## src/rtl/core/spike_detect_peak_align_macros.svh

```systemverilog
// ---------------------------------------------------------------------------
// Spike detector assertion macros
// Shared concurrent assertion forms. They expand to nothing when SYNTHESIS
// is defined.
// ---------------------------------------------------------------------------
`ifndef SPIKE_DETECT_PEAK_ALIGN_MACROS_SVH
`define SPIKE_DETECT_PEAK_ALIGN_MACROS_SVH

`ifndef SYNTHESIS
// Same-cycle implication
`define SDPA_ASSERT_IMPLIES(name, clk, rst, ante, cons) \
   name: assert property (@(posedge clk) disable iff (rst) (ante) |-> (cons)) \
      else $error("sdpa: implication check failed");
// Next-cycle implication
`define SDPA_ASSERT_NEXT(name, clk, rst, ante, cons) \
   name: assert property (@(posedge clk) disable iff (rst) (ante) |=> (cons)) \
      else $error("sdpa: next-cycle check failed");
`else
`define SDPA_ASSERT_IMPLIES(name, clk, rst, ante, cons)
`define SDPA_ASSERT_NEXT(name, clk, rst, ante, cons)
`endif

`endif

```

## src/rtl/core/sdpa_pkg.sv

```systemverilog
// ---------------------------------------------------------------------------
// Spike detector package
// Default sizes and the sequencer state type.
// ---------------------------------------------------------------------------
`default_nettype none

package sdpa_pkg;

   localparam int WINDOW_LENGTH_DEFAULT = 16;
   localparam int END_OFFSET_DEFAULT    = 8;
   localparam int BUFFER_DEPTH_DEFAULT  = 4096;
   localparam int SAMPLE_WIDTH_DEFAULT  = 16;

   localparam int THRESHOLD_WIDTH = 16;
   localparam int POSITION_WIDTH  = 32;

   // sequencer states, one-hot
   typedef enum logic [4:0] {
      ST_IDLE   = 5'b00001,
      ST_SCAN   = 5'b00010,
      ST_ALIGN  = 5'b00100,
      ST_WRAP   = 5'b01000,
      ST_OUTPUT = 5'b10000
   } sdpa_state_type;

endpackage

`default_nettype wire

```

## src/rtl/core/sdpa_cell.sv

```systemverilog
// ---------------------------------------------------------------------------
// Spike detector window cell
// Holds one window sample and passes a running (minimum, age) pair to the
// next cell every cycle. Strict less-than keeps the newer sample on ties.
// ---------------------------------------------------------------------------
`default_nettype none

module sdpa_cell #(
   parameter int SAMPLE_WIDTH = 16,
   parameter int AGE_WIDTH    = 4,
   parameter int CELL_INDEX   = 0
) (
   input  wire logic                           clock,
   input  wire logic                           reset,
   input  wire logic                           shift_en,
   input  wire logic signed [SAMPLE_WIDTH-1:0] sample_in,
   output logic signed      [SAMPLE_WIDTH-1:0] sample_out,
   input  wire logic signed [SAMPLE_WIDTH-1:0] carry_min_in,
   input  wire logic        [AGE_WIDTH-1:0]    carry_age_in,
   output logic signed      [SAMPLE_WIDTH-1:0] carry_min_out,
   output logic             [AGE_WIDTH-1:0]    carry_age_out
);

   logic signed [SAMPLE_WIDTH-1:0] sample_ff;
   logic signed [SAMPLE_WIDTH-1:0] carry_min_ff, carry_min_in_sel;
   logic        [AGE_WIDTH-1:0]    carry_age_ff, carry_age_in_sel;

   // window sample, zero after reset
   always_ff @(posedge clock) begin
      if (reset) begin
         sample_ff <= '0;
      end else if (shift_en) begin
         sample_ff <= sample_in;
      end
   end

   // running minimum step
   always_comb begin
      if (sample_ff < carry_min_in) begin
         carry_min_in_sel = sample_ff;
         carry_age_in_sel = AGE_WIDTH'(CELL_INDEX);
      end else begin
         carry_min_in_sel = carry_min_in;
         carry_age_in_sel = carry_age_in;
      end
   end

   always_ff @(posedge clock) begin
      carry_min_ff <= carry_min_in_sel;
      carry_age_ff <= carry_age_in_sel;
   end

   assign sample_out    = sample_ff;
   assign carry_min_out = carry_min_ff;
   assign carry_age_out = carry_age_ff;

endmodule

`default_nettype wire

```

## src/rtl/core/sdpa_ctrl.sv

```systemverilog
// ---------------------------------------------------------------------------
// Spike detector control
// Threshold register, spike flags, sample numbering, scan sequencing, peak
// position and ring index arithmetic, and the result register.
// ---------------------------------------------------------------------------
`default_nettype none
`include "spike_detect_peak_align_macros.svh"

module sdpa_ctrl #(
   parameter int WINDOW_LENGTH = sdpa_pkg::WINDOW_LENGTH_DEFAULT,
   parameter int END_OFFSET    = sdpa_pkg::END_OFFSET_DEFAULT,
   parameter int BUFFER_DEPTH  = sdpa_pkg::BUFFER_DEPTH_DEFAULT,
   parameter int SAMPLE_WIDTH  = sdpa_pkg::SAMPLE_WIDTH_DEFAULT,
   parameter int AGE_WIDTH     = $clog2(WINDOW_LENGTH),
   parameter int RING_WIDTH    = $clog2(BUFFER_DEPTH)
) (
   input  wire logic                                     clock,
   input  wire logic                                     reset,
   // sample channel
   input  wire logic                                     req_valid,
   output logic                                          req_stall,
   input  wire logic signed [SAMPLE_WIDTH-1:0]           req_sample,
   // threshold register write
   input  wire logic                                     csr_valid,
   output logic                                          csr_ready,
   input  wire logic signed [sdpa_pkg::THRESHOLD_WIDTH-1:0] csr_amplitude_threshold,
   // result channel
   output logic                                          rsp_valid,
   input  wire logic                                     rsp_stall,
   output logic [sdpa_pkg::POSITION_WIDTH-1:0]           rsp_peak_position,
   output logic signed [SAMPLE_WIDTH-1:0]                rsp_peak_amplitude,
   output logic [RING_WIDTH-1:0]                         rsp_end_index,
   // cell chain
   output logic                                          shift_en,
   input  wire logic signed [SAMPLE_WIDTH-1:0]           scan_min,
   input  wire logic        [AGE_WIDTH-1:0]              scan_age
);

   import sdpa_pkg::*;

   localparam int CMP_WIDTH = (SAMPLE_WIDTH > THRESHOLD_WIDTH) ? SAMPLE_WIDTH
                                                              : THRESHOLD_WIDTH;
   localparam int LEN_WIDTH = $clog2(WINDOW_LENGTH + 2);

   sdpa_state_type state_ff, state_in;

   logic signed [THRESHOLD_WIDTH-1:0] thr_ff, thr_in;
   logic                              spike_on_ff, spike_on_in;
   logic                              blocked_ff, blocked_in;
   logic [LEN_WIDTH-1:0]              len_ff, len_in;
   logic [POSITION_WIDTH-1:0]         count_ff, count_in;
   logic [RING_WIDTH-1:0]             ring_ff, ring_in;
   logic [POSITION_WIDTH-1:0]         item_pos_ff, item_pos_in;
   logic [RING_WIDTH-1:0]             item_ring_ff, item_ring_in;
   logic [AGE_WIDTH-1:0]              scan_cnt_ff, scan_cnt_in;
   logic [RING_WIDTH-1:0]             ring_pos_ff, ring_pos_in;
   logic                              rsp_valid_ff, rsp_valid_in;
   logic [POSITION_WIDTH-1:0]         pos_ff, pos_in;
   logic signed [SAMPLE_WIDTH-1:0]    amp_ff, amp_in;
   logic [RING_WIDTH-1:0]             end_idx_ff, end_idx_in;

   logic                              req_beat;
   logic signed [CMP_WIDTH-1:0]       sample_ext, thr_ext;
   logic                              below, above;
   logic                              spike_end;
   logic                              spike_in_a, blocked_a;
   logic [LEN_WIDTH-1:0]              len_a;
   logic [RING_WIDTH:0]               ring_sub, ring_add;

   assign req_beat  = req_valid && !req_stall;
   assign req_stall = (state_ff != ST_IDLE);
   assign shift_en  = req_beat;
   assign csr_ready = 1'b1;

   // threshold register
   always_comb begin
      thr_in = thr_ff;
      if (csr_valid && csr_ready) begin
         thr_in = csr_amplitude_threshold;
      end
   end

   // spike detection decision for the incoming sample
   assign sample_ext = CMP_WIDTH'(req_sample);
   assign thr_ext    = CMP_WIDTH'(thr_ff);
   assign below      = (sample_ext < thr_ext);
   assign above      = (sample_ext > thr_ext);

   always_comb begin
      spike_in_a = spike_on_ff;
      blocked_a  = blocked_ff;
      len_a      = len_ff;
      spike_end  = 1'b0;
      if (thr_ff != '0) begin
         if (below && !blocked_ff && !spike_on_ff) begin
            spike_in_a = 1'b1;
         end
         // overlong spike: drop and block
         if (spike_in_a) begin
            len_a = len_ff + LEN_WIDTH'(1);
            if (len_a > LEN_WIDTH'(WINDOW_LENGTH)) begin
               len_a      = '0;
               spike_in_a = 1'b0;
               blocked_a  = 1'b1;
            end
         end
         if (above && blocked_a) begin
            blocked_a = 1'b0;
         end
         if (above && spike_in_a) begin
            spike_in_a = 1'b0;
            len_a      = '0;
            spike_end  = 1'b1;
         end
      end
   end

   // flags and sample numbering update on each input beat
   always_comb begin
      spike_on_in  = spike_on_ff;
      blocked_in   = blocked_ff;
      len_in       = len_ff;
      count_in     = count_ff;
      ring_in      = ring_ff;
      item_pos_in  = item_pos_ff;
      item_ring_in = item_ring_ff;
      if (req_beat) begin
         spike_on_in  = spike_in_a;
         blocked_in   = blocked_a;
         len_in       = len_a;
         count_in     = count_ff + POSITION_WIDTH'(1);
         ring_in      = (ring_ff == RING_WIDTH'(BUFFER_DEPTH - 1)) ? '0
                                                                  : ring_ff + RING_WIDTH'(1);
         item_pos_in  = count_ff;
         item_ring_in = ring_ff;
      end
   end

   // ring index arithmetic, one compare and subtract per stage
   assign ring_sub = (item_ring_ff >= RING_WIDTH'(scan_age))
                   ? {1'b0, item_ring_ff} - (RING_WIDTH + 1)'(scan_age)
                   : {1'b0, item_ring_ff} + (RING_WIDTH + 1)'(BUFFER_DEPTH)
                     - (RING_WIDTH + 1)'(scan_age);
   assign ring_add = {1'b0, ring_pos_ff} + (RING_WIDTH + 1)'(END_OFFSET);

   // sequencer and result register
   always_comb begin
      state_in     = state_ff;
      scan_cnt_in  = scan_cnt_ff;
      ring_pos_in  = ring_pos_ff;
      pos_in       = pos_ff;
      amp_in       = amp_ff;
      end_idx_in   = end_idx_ff;
      rsp_valid_in = rsp_valid_ff;
      case (state_ff)
         ST_IDLE: begin
            scan_cnt_in = '0;
            if (req_beat && spike_end) begin
               state_in = ST_SCAN;
            end
         end
         ST_SCAN: begin
            // one cell per cycle along the chain
            scan_cnt_in = scan_cnt_ff + AGE_WIDTH'(1);
            if (scan_cnt_ff == AGE_WIDTH'(WINDOW_LENGTH - 1)) begin
               state_in = ST_ALIGN;
            end
         end
         ST_ALIGN: begin
            pos_in      = item_pos_ff - POSITION_WIDTH'(scan_age);
            amp_in      = scan_min;
            ring_pos_in = RING_WIDTH'(ring_sub);
            state_in    = ST_WRAP;
         end
         ST_WRAP: begin
            if (ring_add >= (RING_WIDTH + 1)'(BUFFER_DEPTH)) begin
               end_idx_in = RING_WIDTH'(ring_add - (RING_WIDTH + 1)'(BUFFER_DEPTH));
            end else begin
               end_idx_in = RING_WIDTH'(ring_add);
            end
            rsp_valid_in = 1'b1;
            state_in     = ST_OUTPUT;
         end
         ST_OUTPUT: begin
            if (!rsp_stall) begin
               rsp_valid_in = 1'b0;
               state_in     = ST_IDLE;
            end
         end
         default: begin
            state_in     = ST_IDLE;
            rsp_valid_in = 1'b0;
         end
      endcase
   end

   // control registers
   always_ff @(posedge clock) begin
      if (reset) begin
         state_ff     <= ST_IDLE;
         thr_ff       <= '0;
         spike_on_ff  <= 1'b0;
         blocked_ff   <= 1'b0;
         len_ff       <= '0;
         count_ff     <= '0;
         ring_ff      <= '0;
         scan_cnt_ff  <= '0;
         rsp_valid_ff <= 1'b0;
      end else begin
         state_ff     <= state_in;
         thr_ff       <= thr_in;
         spike_on_ff  <= spike_on_in;
         blocked_ff   <= blocked_in;
         len_ff       <= len_in;
         count_ff     <= count_in;
         ring_ff      <= ring_in;
         scan_cnt_ff  <= scan_cnt_in;
         rsp_valid_ff <= rsp_valid_in;
      end
   end

   // payload registers
   always_ff @(posedge clock) begin
      item_pos_ff  <= item_pos_in;
      item_ring_ff <= item_ring_in;
      ring_pos_ff  <= ring_pos_in;
      pos_ff       <= pos_in;
      amp_ff       <= amp_in;
      end_idx_ff   <= end_idx_in;
   end

   assign rsp_valid          = rsp_valid_ff;
   assign rsp_peak_position  = pos_ff;
   assign rsp_peak_amplitude = amp_ff;
   assign rsp_end_index      = end_idx_ff;

   // checks
   `SDPA_ASSERT_IMPLIES(a_rsp_in_output, clock, reset, rsp_valid, state_ff == ST_OUTPUT)
   `SDPA_ASSERT_IMPLIES(a_flags_exclusive, clock, reset, spike_on_ff, !blocked_ff)
   `SDPA_ASSERT_IMPLIES(a_len_bound, clock, reset, 1'b1,
                        len_ff <= LEN_WIDTH'(WINDOW_LENGTH))
   `SDPA_ASSERT_NEXT(a_beat_to_idle, clock, reset, rsp_valid && !rsp_stall,
                     state_ff == ST_IDLE && !rsp_valid)
   `SDPA_ASSERT_IMPLIES(a_len_idle, clock, reset, !spike_on_ff, len_ff == '0)

endmodule

`default_nettype wire

```

## src/rtl/core/spike_detect_peak_align.sv

```systemverilog
// ---------------------------------------------------------------------------
// Threshold spike detector with peak alignment
// One channel: flags spikes below a nonzero threshold and, at spike end,
// reports the window minimum, its sample number and ring index + END_OFFSET.
// ---------------------------------------------------------------------------
//
//   Channel  Direction  Handshake               Beat
//   req_     in         req_valid / req_stall   req_sample
//   rsp_     out        rsp_valid / rsp_stall   rsp_peak_position,
//                                               rsp_peak_amplitude,
//                                               rsp_end_index
//   csr_     in         csr_valid / csr_ready   csr_amplitude_threshold
//
// A sample that does not end a spike leaves req_stall low, so the next may
// follow in the next cycle. On a spike end the minimum search walks the
// cell chain one cell per cycle (SCAN), then the peak position and ring
// index are computed (ALIGN, WRAP) and registered; req_stall stays high
// until the result beat is taken.
// Reset (synchronous) clears the window to zero, the flags, the sample
// number and the threshold, which disables detection.
// ---------------------------------------------------------------------------
`default_nettype none

module spike_detect_peak_align #(
   parameter int WINDOW_LENGTH = sdpa_pkg::WINDOW_LENGTH_DEFAULT,
   parameter int END_OFFSET    = sdpa_pkg::END_OFFSET_DEFAULT,
   parameter int BUFFER_DEPTH  = sdpa_pkg::BUFFER_DEPTH_DEFAULT,
   parameter int SAMPLE_WIDTH  = sdpa_pkg::SAMPLE_WIDTH_DEFAULT
) (
   input  wire logic                                        clock,
   input  wire logic                                        reset,
   input  wire logic                                        req_valid,
   output logic                                             req_stall,
   input  wire logic signed [SAMPLE_WIDTH-1:0]              req_sample,
   input  wire logic                                        csr_valid,
   output logic                                             csr_ready,
   input  wire logic signed [sdpa_pkg::THRESHOLD_WIDTH-1:0] csr_amplitude_threshold,
   output logic                                             rsp_valid,
   input  wire logic                                        rsp_stall,
   output logic [sdpa_pkg::POSITION_WIDTH-1:0]              rsp_peak_position,
   output logic signed [SAMPLE_WIDTH-1:0]                   rsp_peak_amplitude,
   output logic [$clog2(BUFFER_DEPTH)-1:0]                  rsp_end_index
);

   import sdpa_pkg::*;

   localparam int AGE_WIDTH  = $clog2(WINDOW_LENGTH);
   localparam int RING_WIDTH = $clog2(BUFFER_DEPTH);

   logic                           shift_en;
   logic signed [SAMPLE_WIDTH-1:0] sample_chain [0:WINDOW_LENGTH-1];
   logic signed [SAMPLE_WIDTH-1:0] min_chain    [0:WINDOW_LENGTH];
   logic        [AGE_WIDTH-1:0]    age_chain    [0:WINDOW_LENGTH];

   // chain head: newest sample enters, search seed is the largest value
   assign sample_chain[0] = req_sample;
   assign min_chain[0]    = {1'b0, {(SAMPLE_WIDTH - 1){1'b1}}};
   assign age_chain[0]    = '0;

   // window cells, newest at index 0
   for (genvar i = 0; i < WINDOW_LENGTH; i++) begin : g_cell
      if (i == WINDOW_LENGTH - 1) begin : g_last
         sdpa_cell #(
            .SAMPLE_WIDTH (SAMPLE_WIDTH),
            .AGE_WIDTH    (AGE_WIDTH),
            .CELL_INDEX   (i)
         ) u_cell (
            .clock         (clock),
            .reset         (reset),
            .shift_en      (shift_en),
            .sample_in     (sample_chain[i]),
            .sample_out    (),
            .carry_min_in  (min_chain[i]),
            .carry_age_in  (age_chain[i]),
            .carry_min_out (min_chain[i+1]),
            .carry_age_out (age_chain[i+1])
         );
      end else begin : g_mid
         sdpa_cell #(
            .SAMPLE_WIDTH (SAMPLE_WIDTH),
            .AGE_WIDTH    (AGE_WIDTH),
            .CELL_INDEX   (i)
         ) u_cell (
            .clock         (clock),
            .reset         (reset),
            .shift_en      (shift_en),
            .sample_in     (sample_chain[i]),
            .sample_out    (sample_chain[i+1]),
            .carry_min_in  (min_chain[i]),
            .carry_age_in  (age_chain[i]),
            .carry_min_out (min_chain[i+1]),
            .carry_age_out (age_chain[i+1])
         );
      end
   end

   sdpa_ctrl #(
      .WINDOW_LENGTH (WINDOW_LENGTH),
      .END_OFFSET    (END_OFFSET),
      .BUFFER_DEPTH  (BUFFER_DEPTH),
      .SAMPLE_WIDTH  (SAMPLE_WIDTH),
      .AGE_WIDTH     (AGE_WIDTH),
      .RING_WIDTH    (RING_WIDTH)
   ) u_ctrl (
      .clock                   (clock),
      .reset                   (reset),
      .req_valid               (req_valid),
      .req_stall               (req_stall),
      .req_sample              (req_sample),
      .csr_valid               (csr_valid),
      .csr_ready               (csr_ready),
      .csr_amplitude_threshold (csr_amplitude_threshold),
      .rsp_valid               (rsp_valid),
      .rsp_stall               (rsp_stall),
      .rsp_peak_position       (rsp_peak_position),
      .rsp_peak_amplitude      (rsp_peak_amplitude),
      .rsp_end_index           (rsp_end_index),
      .shift_en                (shift_en),
      .scan_min                (min_chain[WINDOW_LENGTH]),
      .scan_age                (age_chain[WINDOW_LENGTH])
   );

endmodule

`default_nettype wire

```

## config.mk

```make
export PLATFORM = sky130hd
export DESIGN_NAME = spike_detect_peak_align
export DESIGN_NICKNAME = d
export VERILOG_FILES = /design/src/rtl/core/sdpa_pkg.sv /design/src/rtl/core/sdpa_cell.sv /design/src/rtl/core/sdpa_ctrl.sv /design/src/rtl/core/spike_detect_peak_align.sv
export VERILOG_INCLUDE_DIRS = /design/src /design/src/rtl/core
export SDC_FILE = /design/constraint.sdc
export NUM_CORES = 1
export LEC_CHECK = 0
export ABC_AREA = 1
export BUFFER_PORTS_ARGS = -buffer_cell sky130_fd_sc_hd__buf_2
export CAP_MARGIN = 15
export CORE_ASPECT_RATIO = 1.5
export CORE_MARGIN = 1
export CORE_UTILIZATION = 62
export DETAILED_ROUTE_END_ITERATION = 16
export PLACE_DENSITY_LB_ADDON = 0.15
export SLEW_MARGIN = 5
export SYNTH_ARGS = -nofsm -noshare
export SYNTH_HDL_FRONTEND = slang
export SYNTH_SLANG_ARGS = --single-unit
```

## constraint.sdc

```tcl
create_clock -name clock -period 8.42 [get_ports clock]
set_clock_uncertainty 0.2 [all_clocks]
set_input_delay 0.421 -clock clock [delete_from_list [all_inputs] [get_ports clock]]
set_output_delay 0.421 -clock clock [all_outputs]
set_load 0.01 [all_outputs]
```

# After elaboration in Yosys (flattened, before gate mapping)
# Index checks and enable logic that the tools add are counted.
# Widths: inputs -> output; s select.
[classes]
n_reduce_logical = 17
eq_ne = 11
mux = 41
n_bitwise = 1
magnitude_cmp = 21
n_addsub = 10
[ops]
columns = ["cell", "n"]
rows = [
  ["$lt 16x16->1", 16],
  ["$mux 16", 15],
  ["$mux 12", 3],
  ["$add 32x1->32 const B", 1],
  ["$sub 32x4->32", 1],
  ["$mux 5", 6],
  ["$pmux 5 s5", 1],
  ["$add 12x1->12 const B", 2],
  ["$sub 12x4->12", 2],
  ["$gt 16x16->1", 1],
  ["$lt 16x16->1 const B", 1],
  ["$reduce_bool 16->1", 1],
  ["$mux 1", 14],
  ["$add 12x4->13 const B", 1],
  ["$ge 13x13->1 const B", 1],
  ["$eq 12x12->1 const B", 1],
  ["$ge 12x4->1", 1],
  ["$sub 12x1->12 const B", 1],
  ["$pmux 4 s2", 1],
  ["$logic_and 1x1->1", 6],
  ["$reduce_and 3->1", 2],
  ["$add 5x1->5 const B", 1],
  ["$eq 5x1->1 const B", 1],
  ["$eq 5x2->1 const B", 1],
  ["other kinds (15)", 20],
]
[word_totals]
reg_bits = 754
in_bits = 37
elab_cells = 163

# Longest topological paths before layout
# Gate-level depths: netlist of run 1.
[logic_depth]
ltp_word = 13
depth_mapped = 18
ltp_nobuf = 18

# Hierarchy
# A second synthesis of run 1 with hierarchy kept.
[hier_totals]
cells_unflattened = 4365
hier_area_um2 = 35511.6
[by_module_without_submodules]
columns = ["module", "instances", "seq_area_each_um2", "area_per_inst_um2", "cells_each"]
rows = [
  ["sdpa_cell (g_cell[10].g_mid.u_cell ...)", 6, 720.7, 1681.6, 219],
  ["sdpa_ctrl", 1, 5024.8, 8698.3, 868],
  ["sdpa_cell (g_cell[11].g_mid.u_cell ...)", 4, 720.7, 1674.1, 216],
  ["sdpa_cell (g_cell[1].g_mid.u_cell ...)", 4, 720.7, 1669.1, 220],
  ["sdpa_cell (g_cell[0].g_mid.u_cell)", 1, 720.7, 1675.4, 221],
  ["sdpa_cell (g_cell[15].g_last.u_cell)", 1, 720.7, 1667.8, 216],
  ["spike_detect_peak_align", 1, 0.0, 7.5, 2],
]

# Worst setup path after synthesis of run 1
# OpenSTA, ideal clock, no wires.
[synth_timing]
path_type = "reg2reg"
start = "register u_ctrl.state_ff[0]"
end = "register u_ctrl.state_ff[0]"
n_path_buf = 0
path_stages_with_launch = 8
setup_ns = 0.128
arrival_time_ns = 7.095
slack_ns = 0.998
path_cell_list = "dfxtp_1 nor2_1 inv_1 nor4_1 inv_1 nand3_1 nor2_1 nand3b_1"
[synth_via]
elab_chain_len = 6
word_cells_on_any_way = 14
classes_between = "eq/ne: 9; mux: 1; reduce/logical: 4"
[synth_rtl]
columns = ["element", "line_no", "rtl"]
rows = [
  ["start, declared", "sdpa_ctrl.sv:45", "sdpa_state_type state_ff, state_in;"],
  ["start signal, assigned", "sdpa_ctrl.sv:210", "state_ff <= state_in;"],
  ["$ne 5x1->1", "sdpa_ctrl.sv:71", "assign req_stall = (state_ff != ST_IDLE);"],
  ["$logic_not 1->1", "sdpa_ctrl.sv:70", "assign req_beat = req_valid && !req_stall;"],
  ["$logic_and 1x1->1", "sdpa_ctrl.sv:70", ""],
  ["$logic_and 1x1->1", "sdpa_ctrl.sv:158", "if (req_beat && spike_end) begin"],
  ["$ne 2x1->1 (no line)", "--", ""],
  ["$reduce_and 3->1 (no line)", "--", ""],
]
# Several ways; a longest one is shown, not always the timed one.
# A chain may end at the register's enable or synchronous reset.

# Worst setup path after layout of run 1
[layout_timing]
start = "register u_ctrl.state_ff[2]"
end = "register g_cell[7].g_mid.u_cell.sample_ff[0]"
[layout_via]
elab_chain_len = 3
[layout_rtl]
columns = ["element", "line_no", "rtl"]
rows = [
  ["$ne 5x1->1", "sdpa_ctrl.sv:71", ""],
  ["$logic_not 1->1", "sdpa_ctrl.sv:70", ""],
  ["$logic_and 1x1->1", "sdpa_ctrl.sv:70", ""],
  ["end signal, assigned", "sdpa_cell.sv:33", "sample_ff <= sample_in;"],
  ["end, declared", "sdpa_cell.sv:24", "logic signed [SAMPLE_WIDTH-1:0] sample_ff;"],
]
# No other way between the ends.

==> impl_metrics.tcl, run 1 <==
set metrics [dict create \
    cp_top_family "buffers and inverters" \
    drive_gt1_share_pct 6.46 \
    htree_levels 3 \
    finalHoldViolations 0 \
    post-cts-setup-buffer-count 0 \
    path_depth 8 \
    power_density_mw_per_mm2 302 \
    drcViolationCount 0 \
    vias_per_cell 5.27 \
    io_pins 100 \
    clkLatencyLatePin_ns 0.60 \
    crit_path_max_incr_delay_ns 0.92 \
    drt_iter0_markers 1450 \
    synthArstFlopShare_pct 0 \
    cp_num_buf_inv 3 \
    cp-start-kind "flip-flop" \
    maxSlewHeadroom_pct 28.0 \
    power_leakage_uw 0.0158 \
    dp.cells 4549 \
    synth_top_area_share_pct 39.5 \
    multi_input_area_mm2 0.0139 \
    routed_wl_um 68600 \
    min_period_over_period_pct 54.8 \
    yosys.area.top_type "dfxtp_1" \
    synth.most_common_cell "nand2_1" \
    critPathRequiredTime_ns 8.74 \
    path_clk_slew_ns 0.07 \
    crit_slowest_cell "buf_4" \
    grt_pass1_vias 24000 \
    worst_hold_path_type "in2reg" \
    rsz0062_at_grt "no" \
    cts_buffer_depth 3 \
    grt_max_degree 132 \
    grtUsageTotal_pct 26.1 \
    num-nets-final 4270 \
    hold_depth 3 \
    cts_tree "yes" \
    fin_setup_tns_ns 0 \
    postSynthAreaPerCell_um2 8.25 \
    fillers 4248 \
    critPathArrivalTime_ns 4.93 \
    dr.pass1.iters 5 \
    post-route-util_pct 69.0 \
    synth-main-ff-cell "dfxtp_1" \
    hold_ws_ns 0.153 \
    ir_drop_uv 249 \
    ys_seq_area_share_pct 50.2 \
    antenna_found_initial 1 \
    synth_edf_count 116 \
    worst-setup-path-type "reg2reg" \
    cpMostUsedCell "buf_4" \
    seq_area_mm2 0.0163 \
    area_delta_synth_final_pct 10.0 \
    place.gp.congestion 0.837 \
    ys_seq_elements 754 \
    maxSlewViolCount 0 \
    ctsRootBufferMaster "clkbuf_16" \
    cap_violations 0 \
    die_h_um 282 \
    fmax_mhz 217 \
    die_x_um 189 \
    start_util_pct 62.8 \
    cts.sinks 754 \
    core-area_mm2 0.0516 \
    die-area_mm2 0.0531 \
    final.min_clock_period_ns 4.61 \
    cts_made_buffers 68 \
    rows 102 \
    endpoint_kind "flip-flop" \
    synth_warnings 0 \
    worst_pin_slew_ns 1.08 \
    numPortBuffers 98 \
    syn_nets 4216 \
    postSynthCellCount 3923 \
    power_uw 10800 \
    outcome "finished, final reports clean" \
    ant_nets 0 \
    hpwl_um 46400 \
    grt_pass1_wl_um 113000 \
    synthesis.area_mm2 0.0324 \
    cts_resized 0 \
    synthTopCellsByArea "dfxtp_1 39%, edfxtp_1 11%, ha_1 9.8%, nand2_1 7.8%, o21ai_0 7.7%" \
    final_cell_count_no_fill 4701 \
    synthDistinctLibCells 48 \
    crit_chain "nor2_4 > nand4_4 > nor2_8 > buf_4 > buf_4 > buf_4 > o21ai_0 > a21oi_1" \
    worstRegToRegCells 8 \
    wl_per_cell_um 14.6 \
    overflow 0 \
    vias 24800 \
    yosys-top-cells-count "676 x nand2_1, 638 x dfxtp_1, 597 x nor2_1" \
    setup-violations-final 0 \
    critPathMaxFanout 109 \
]
==> final timing paths <==
check	startpoint	end	slack, ns
worst max-delay path	u_ctrl.state_ff[2]$_SDFFE_PP0P_	g_cell[7].g_mid.u_cell.sample_out[0]$_SDFFE_PP0P_	3.81
worst min-delay path	reset	u_ctrl.count_ff[24]$_SDFFE_PP0P_	0.15
worst max register to register	u_ctrl.state_ff[2]$_SDFFE_PP0P_	g_cell[7].g_mid.u_cell.sample_out[0]$_SDFFE_PP0P_	3.81
worst min register to register	g_cell[0].g_mid.u_cell.sample_out[5]$_SDFFE_PP0P_	g_cell[0].g_mid.u_cell.carry_min_out[5]$_SDFF_PN1_	0.17
==> state kept, by name (all words and copies together) (netlist names), 5 cells and up <==
register                            flops
u_ctrl.thr_ext                         16
u_ctrl.rsp_peak_amplitude              16
u_ctrl.rsp_peak_position               32
g_cell.g_mid.u_cell.carry_min_out     240
g_cell.g_mid.u_cell.carry_age_out      45
g_cell.g_last.u_cell.carry_min_out     16
u_ctrl.item_ring_ff                    12
g_cell.g_mid.u_cell.sample_out        240
u_ctrl.rsp_end_index                   12
g_cell.g_last.u_cell.sample_out        16
u_ctrl.item_pos_ff                     32
u_ctrl.ring_pos_ff                     12
u_ctrl.count_ff                        32
u_ctrl.state_ff                         5
u_ctrl.ring_ff                         12
u_ctrl.len_ff                           5
==> kinds of logic after synthesis <==
logic type / after synthesis / synth area share [%]
xor+xnor: 62 / 1.68
buf+inv: 579 / 6.96
flops: 754 / 50.2
simple gates: 1540 / 19.8
other cells: 1 / 0.0116
fa+ha+maj: 256 / 9.95
compound gates: 731 / 11.4
==> layout make-up <==
cell class	instances	share of cell area (%)
Sequential cell	754	45.7
Multi-Input combinational cell	2590	38.9
Clock buffer	94	5.34
Inverter	421	4.47
Timing Repair Buffer	142	2.54
Tap cell	676	2.38
Clock inverter	22	0.636
Antenna cell	2	0.0141
==> worst register-to-register path, delay by kind of cell (launching register included) <==
family	cells	cell delay [ns]
and+or+nand+nor	3	0.96
AOI/OAI and AO/OA	2	0.42
DFF	1	0.35
buffers and inverters	3	2.61
==> timing repair <==
action	CTS	global route
hold buffers	34	0
endpoints found under the hold margin	33	0
endpoints found under the setup margin	0	0
==> where the power goes <==
group	leakage [uW]	internal, uW	switching [uW]	total [uW]
registers	0.00637	4390	335	4720
clock network	0.00104	1700	1300	3000
logic	0.00838	979	2060	3040
total	0.0158	7070	3690	10800
==> metal layers <==
metal  track usage (%)  up-vias  share of wire [%]  wire length [um]
li1                  -    12800                  -                 -
met1              26.8    11300                 38             25800
met2              51.3      478                 55             37800
met3              3.11      188                2.9              2020
met4              13.0        0                4.3              2970
met5                 0        -                  0                 0
==> per-stage QoR <==
stage | cell area (um^2) | setup slack [ns]
after global placement | 33100 | 3.93
final | 35600 | 3.81
after global routing | 35600 | 3.41
after detailed placement | 33100 | 3.89
after CTS | 35600 | 3.83
after floorplan | 32400 | 0.998
==> cell usage in the layout (no fill, tap or decap), drive strengths merged <==
master	n
nand2	683
dfxtp	638
nor2	607
o21ai	515
inv	423
ha	254
a21oi	204
nand3	129
edfxtp	116
buf	108
clkbuf	94
nor3	46
xor2	36
dlygate4sd3	34
xnor2	26
or2	20
nor3b	17
nand4	15
clkinv	14
nor4	11
nand3b	8
bufinv	4
and3	3
a21boi	3
o21a	3
diode	2
fa	2
clkinvlp	2
a211oi	2
o31ai	1
a22oi	1
a31oi	1
or3	1
a21o	1
conb	1
Power figures use the tool's default switching activity.
==> inputs of run 2 (changes only) <==
clock period = 4.8 ns   (was 8.42 ns; I/O delays follow)
==> run 2 against run 1 <==
  * Power up 81%
  * Sequential share of layout area shrank 0.43 points
  * Non-clock buffer count grew 6
  * Worst setup slack got worse by 2.0 ns
  * Critical endpoint is now g_cell[10].g_mid.u_cell.sample_out[6]$_SDFFE_PP0P_
==> impl_metrics.tcl, run 2 (synthesis results as in run 1) <==
set metrics [dict create \
    outcome "finished, final reports clean" \
    die-area_mm2 0.0531 \
    io_pins 100 \
    cpMostUsedCell "buf_4" \
    cts_resized 0 \
    cts.sinks 754 \
    ctsRootBufferMaster "clkbuf_16" \
    cp-start-kind "flip-flop" \
    cts_tree "yes" \
    grt_max_degree 165 \
    start_util_pct 62.8 \
    finalHoldViolations 0 \
    power_leakage_uw 0.0160 \
    vias 25000 \
    core-area_mm2 0.0516 \
    dp.cells 4554 \
    ir_drop_uv 447 \
    min_period_over_period_pct 61.8 \
    crit_slowest_cell "buf_4" \
    hpwl_um 47400 \
    final_cell_count_no_fill 4716 \
    crit_chain "nor2_4 > nand4_4 > nor2_8 > buf_4 > buf_4 > o21ai_0 > nor2_1" \
    p_comb_share_pct 27.5 \
    critPathArrivalTime_ns 3.30 \
    cts_buffer_depth 3 \
    ant_nets 0 \
    overflow 0 \
    drive_gt1_share_pct 7.01 \
    cp_top_family "buffers and inverters" \
    p_clk_share_pct 29.7 \
    rsz0062_at_grt "no" \
    worst_pin_slew_ns 1.11 \
    dr.pass1.iters 5 \
    switchingPower_uw 6600 \
    fmax_mhz 337 \
    critPathRequiredTime_ns 5.13 \
    worst-setup-path-type "reg2reg" \
    place.gp.congestion 0.858 \
    switching_share_pct 34.0 \
    final.min_clock_period_ns 2.97 \
    crit_path_max_incr_delay_ns 0.65 \
    grtUsageTotal_pct 27.0 \
    area_delta_synth_final_pct 11.1 \
    critPathMaxFanout 71 \
    maxSlewViolCount 0 \
    routed_wl_um 70200 \
    grt_pass1_vias 24500 \
    power_density_mw_per_mm2 541 \
    antenna_found_initial 0 \
    p_int_uw 12800 \
    power_uw 19400 \
    fillers 4198 \
    die_x_um 189 \
    rows 102 \
    cts_made_buffers 69 \
    vias_per_cell 5.29 \
    clkLatencyLatePin_ns 0.62 \
    cap_violations 0 \
    drcViolationCount 0 \
    cp_num_buf_inv 2 \
    numPortBuffers 98 \
    wl_per_cell_um 14.9 \
    setup-violations-final 0 \
    p_seq_share_pct 42.8 \
    layout_commonest_cell "nand2_1" \
    drt_iter0_markers 1372 \
    htree_levels 3 \
    maxSlewHeadroom_pct 26.1 \
    worst_hold_path_type "in2reg" \
    grt_pass1_wl_um 117000 \
    fin_setup_tns_ns 0 \
    die_h_um 282 \
    path_clk_slew_ns 0.07 \
    final_cell_mix "676 x nand2_1, 638 x dfxtp_1, 597 x nor2_1" \
    num-nets-final 4277 \
    endpoint_kind "flip-flop" \
]
## run 2: cell types whose count changed in the layout (fill, tap and decap cells not counted), moves of 2 or more
cell	change
buf_4	+4
bufinv_16	+4
clkbuf_1	-7
clkbuf_16	+2
clkbuf_8	+8
clkinv_2	+2
clkinv_4	-2
inv_6	+3
## run 2: worst reg2reg max path, stage by stage, from the launching register on
cell and delay [ns]:
dfxtp_1 0.37, nor2_4 0.14, nand4_4 0.15, nor2_8 0.49
buf_4 0.66, buf_4 0.55, o21ai_0 0.20, nor2_1 0.13
## run 2: timing repair
item,in CTS,in global routing
endpoints found under the hold margin,47,0
setup endpoints to repair,0,0
setup buffers,0,0
hold buffers,35,0
## run 2: per-layer routing
metal	vias up	GRT usage [%]	part of all wire, %	wire length [um]
met5	-	0	0	0
met4	0	13.8	4.4	3090
met3	209	3.49	3.2	2240
met2	466	52.5	54	38200
met1	11400	27.9	38	26700
li1	12800	-	-	-
## run 2: cell type report
class,instances,area (um^2),area share [%]
tap,676,846,2.35
sequential,754,16300,45.2
clock inverter,29,368,1.02
inverter,421,1590,4.43
clock buffer,97,2030,5.66
antenna,1,2.50,0.00696
timing repair buffer,148,966,2.69
multi-input combinational,2590,13900,38.6
## run 2: path summary, 6_finish.rpt
kind	start	to	slack, ns	cells past startpoint
worst max register to register	u_ctrl.state_ff[3]$_SDFFE_PP0P_	g_cell[10].g_mid.u_cell.sample_out[6]$_SDFFE_PP0P_	1.83	7
worst min-delay path	req_valid	u_ctrl.count_ff[30]$_SDFFE_PP0P_	0.03	5
worst min register to register	g_cell[0].g_mid.u_cell.sample_out[10]$_SDFFE_PP0P_	g_cell[0].g_mid.u_cell.carry_min_out[10]$_SDFF_PN1_	0.16	0
worst max-delay path	u_ctrl.state_ff[3]$_SDFFE_PP0P_	g_cell[10].g_mid.u_cell.sample_out[6]$_SDFFE_PP0P_	1.83	7
## run 2: metrics by stage
stage | hold slack (ns) | util, % | instance area [um^2] | setup WS, ns
2_1_floorplan | 0.175 | - | 32400 | 1.42
3_3_place_gp | 0.157 | 64.4 | 33200 | 1.83
3_5_place_dp | 0.157 | 64.4 | 33200 | 1.80
4_1_cts | 0.0263 | 69.7 | 35900 | 1.78
5_1_grt | 0.0527 | 69.7 | 35900 | 1.54
6_report | 0.0341 | 69.7 | 35900 | 1.83
## run 2: power by group through the flow
stage	Combinational [uW]	Clock (uW)	Sequential, uW
after global routing	6250	6130	8440
final	5340	5780	8320
after CTS	5380	5870	8330
after global placement	5140	0	8440
after floorplan	4200	0	8210
after detailed placement	5290	0	8450
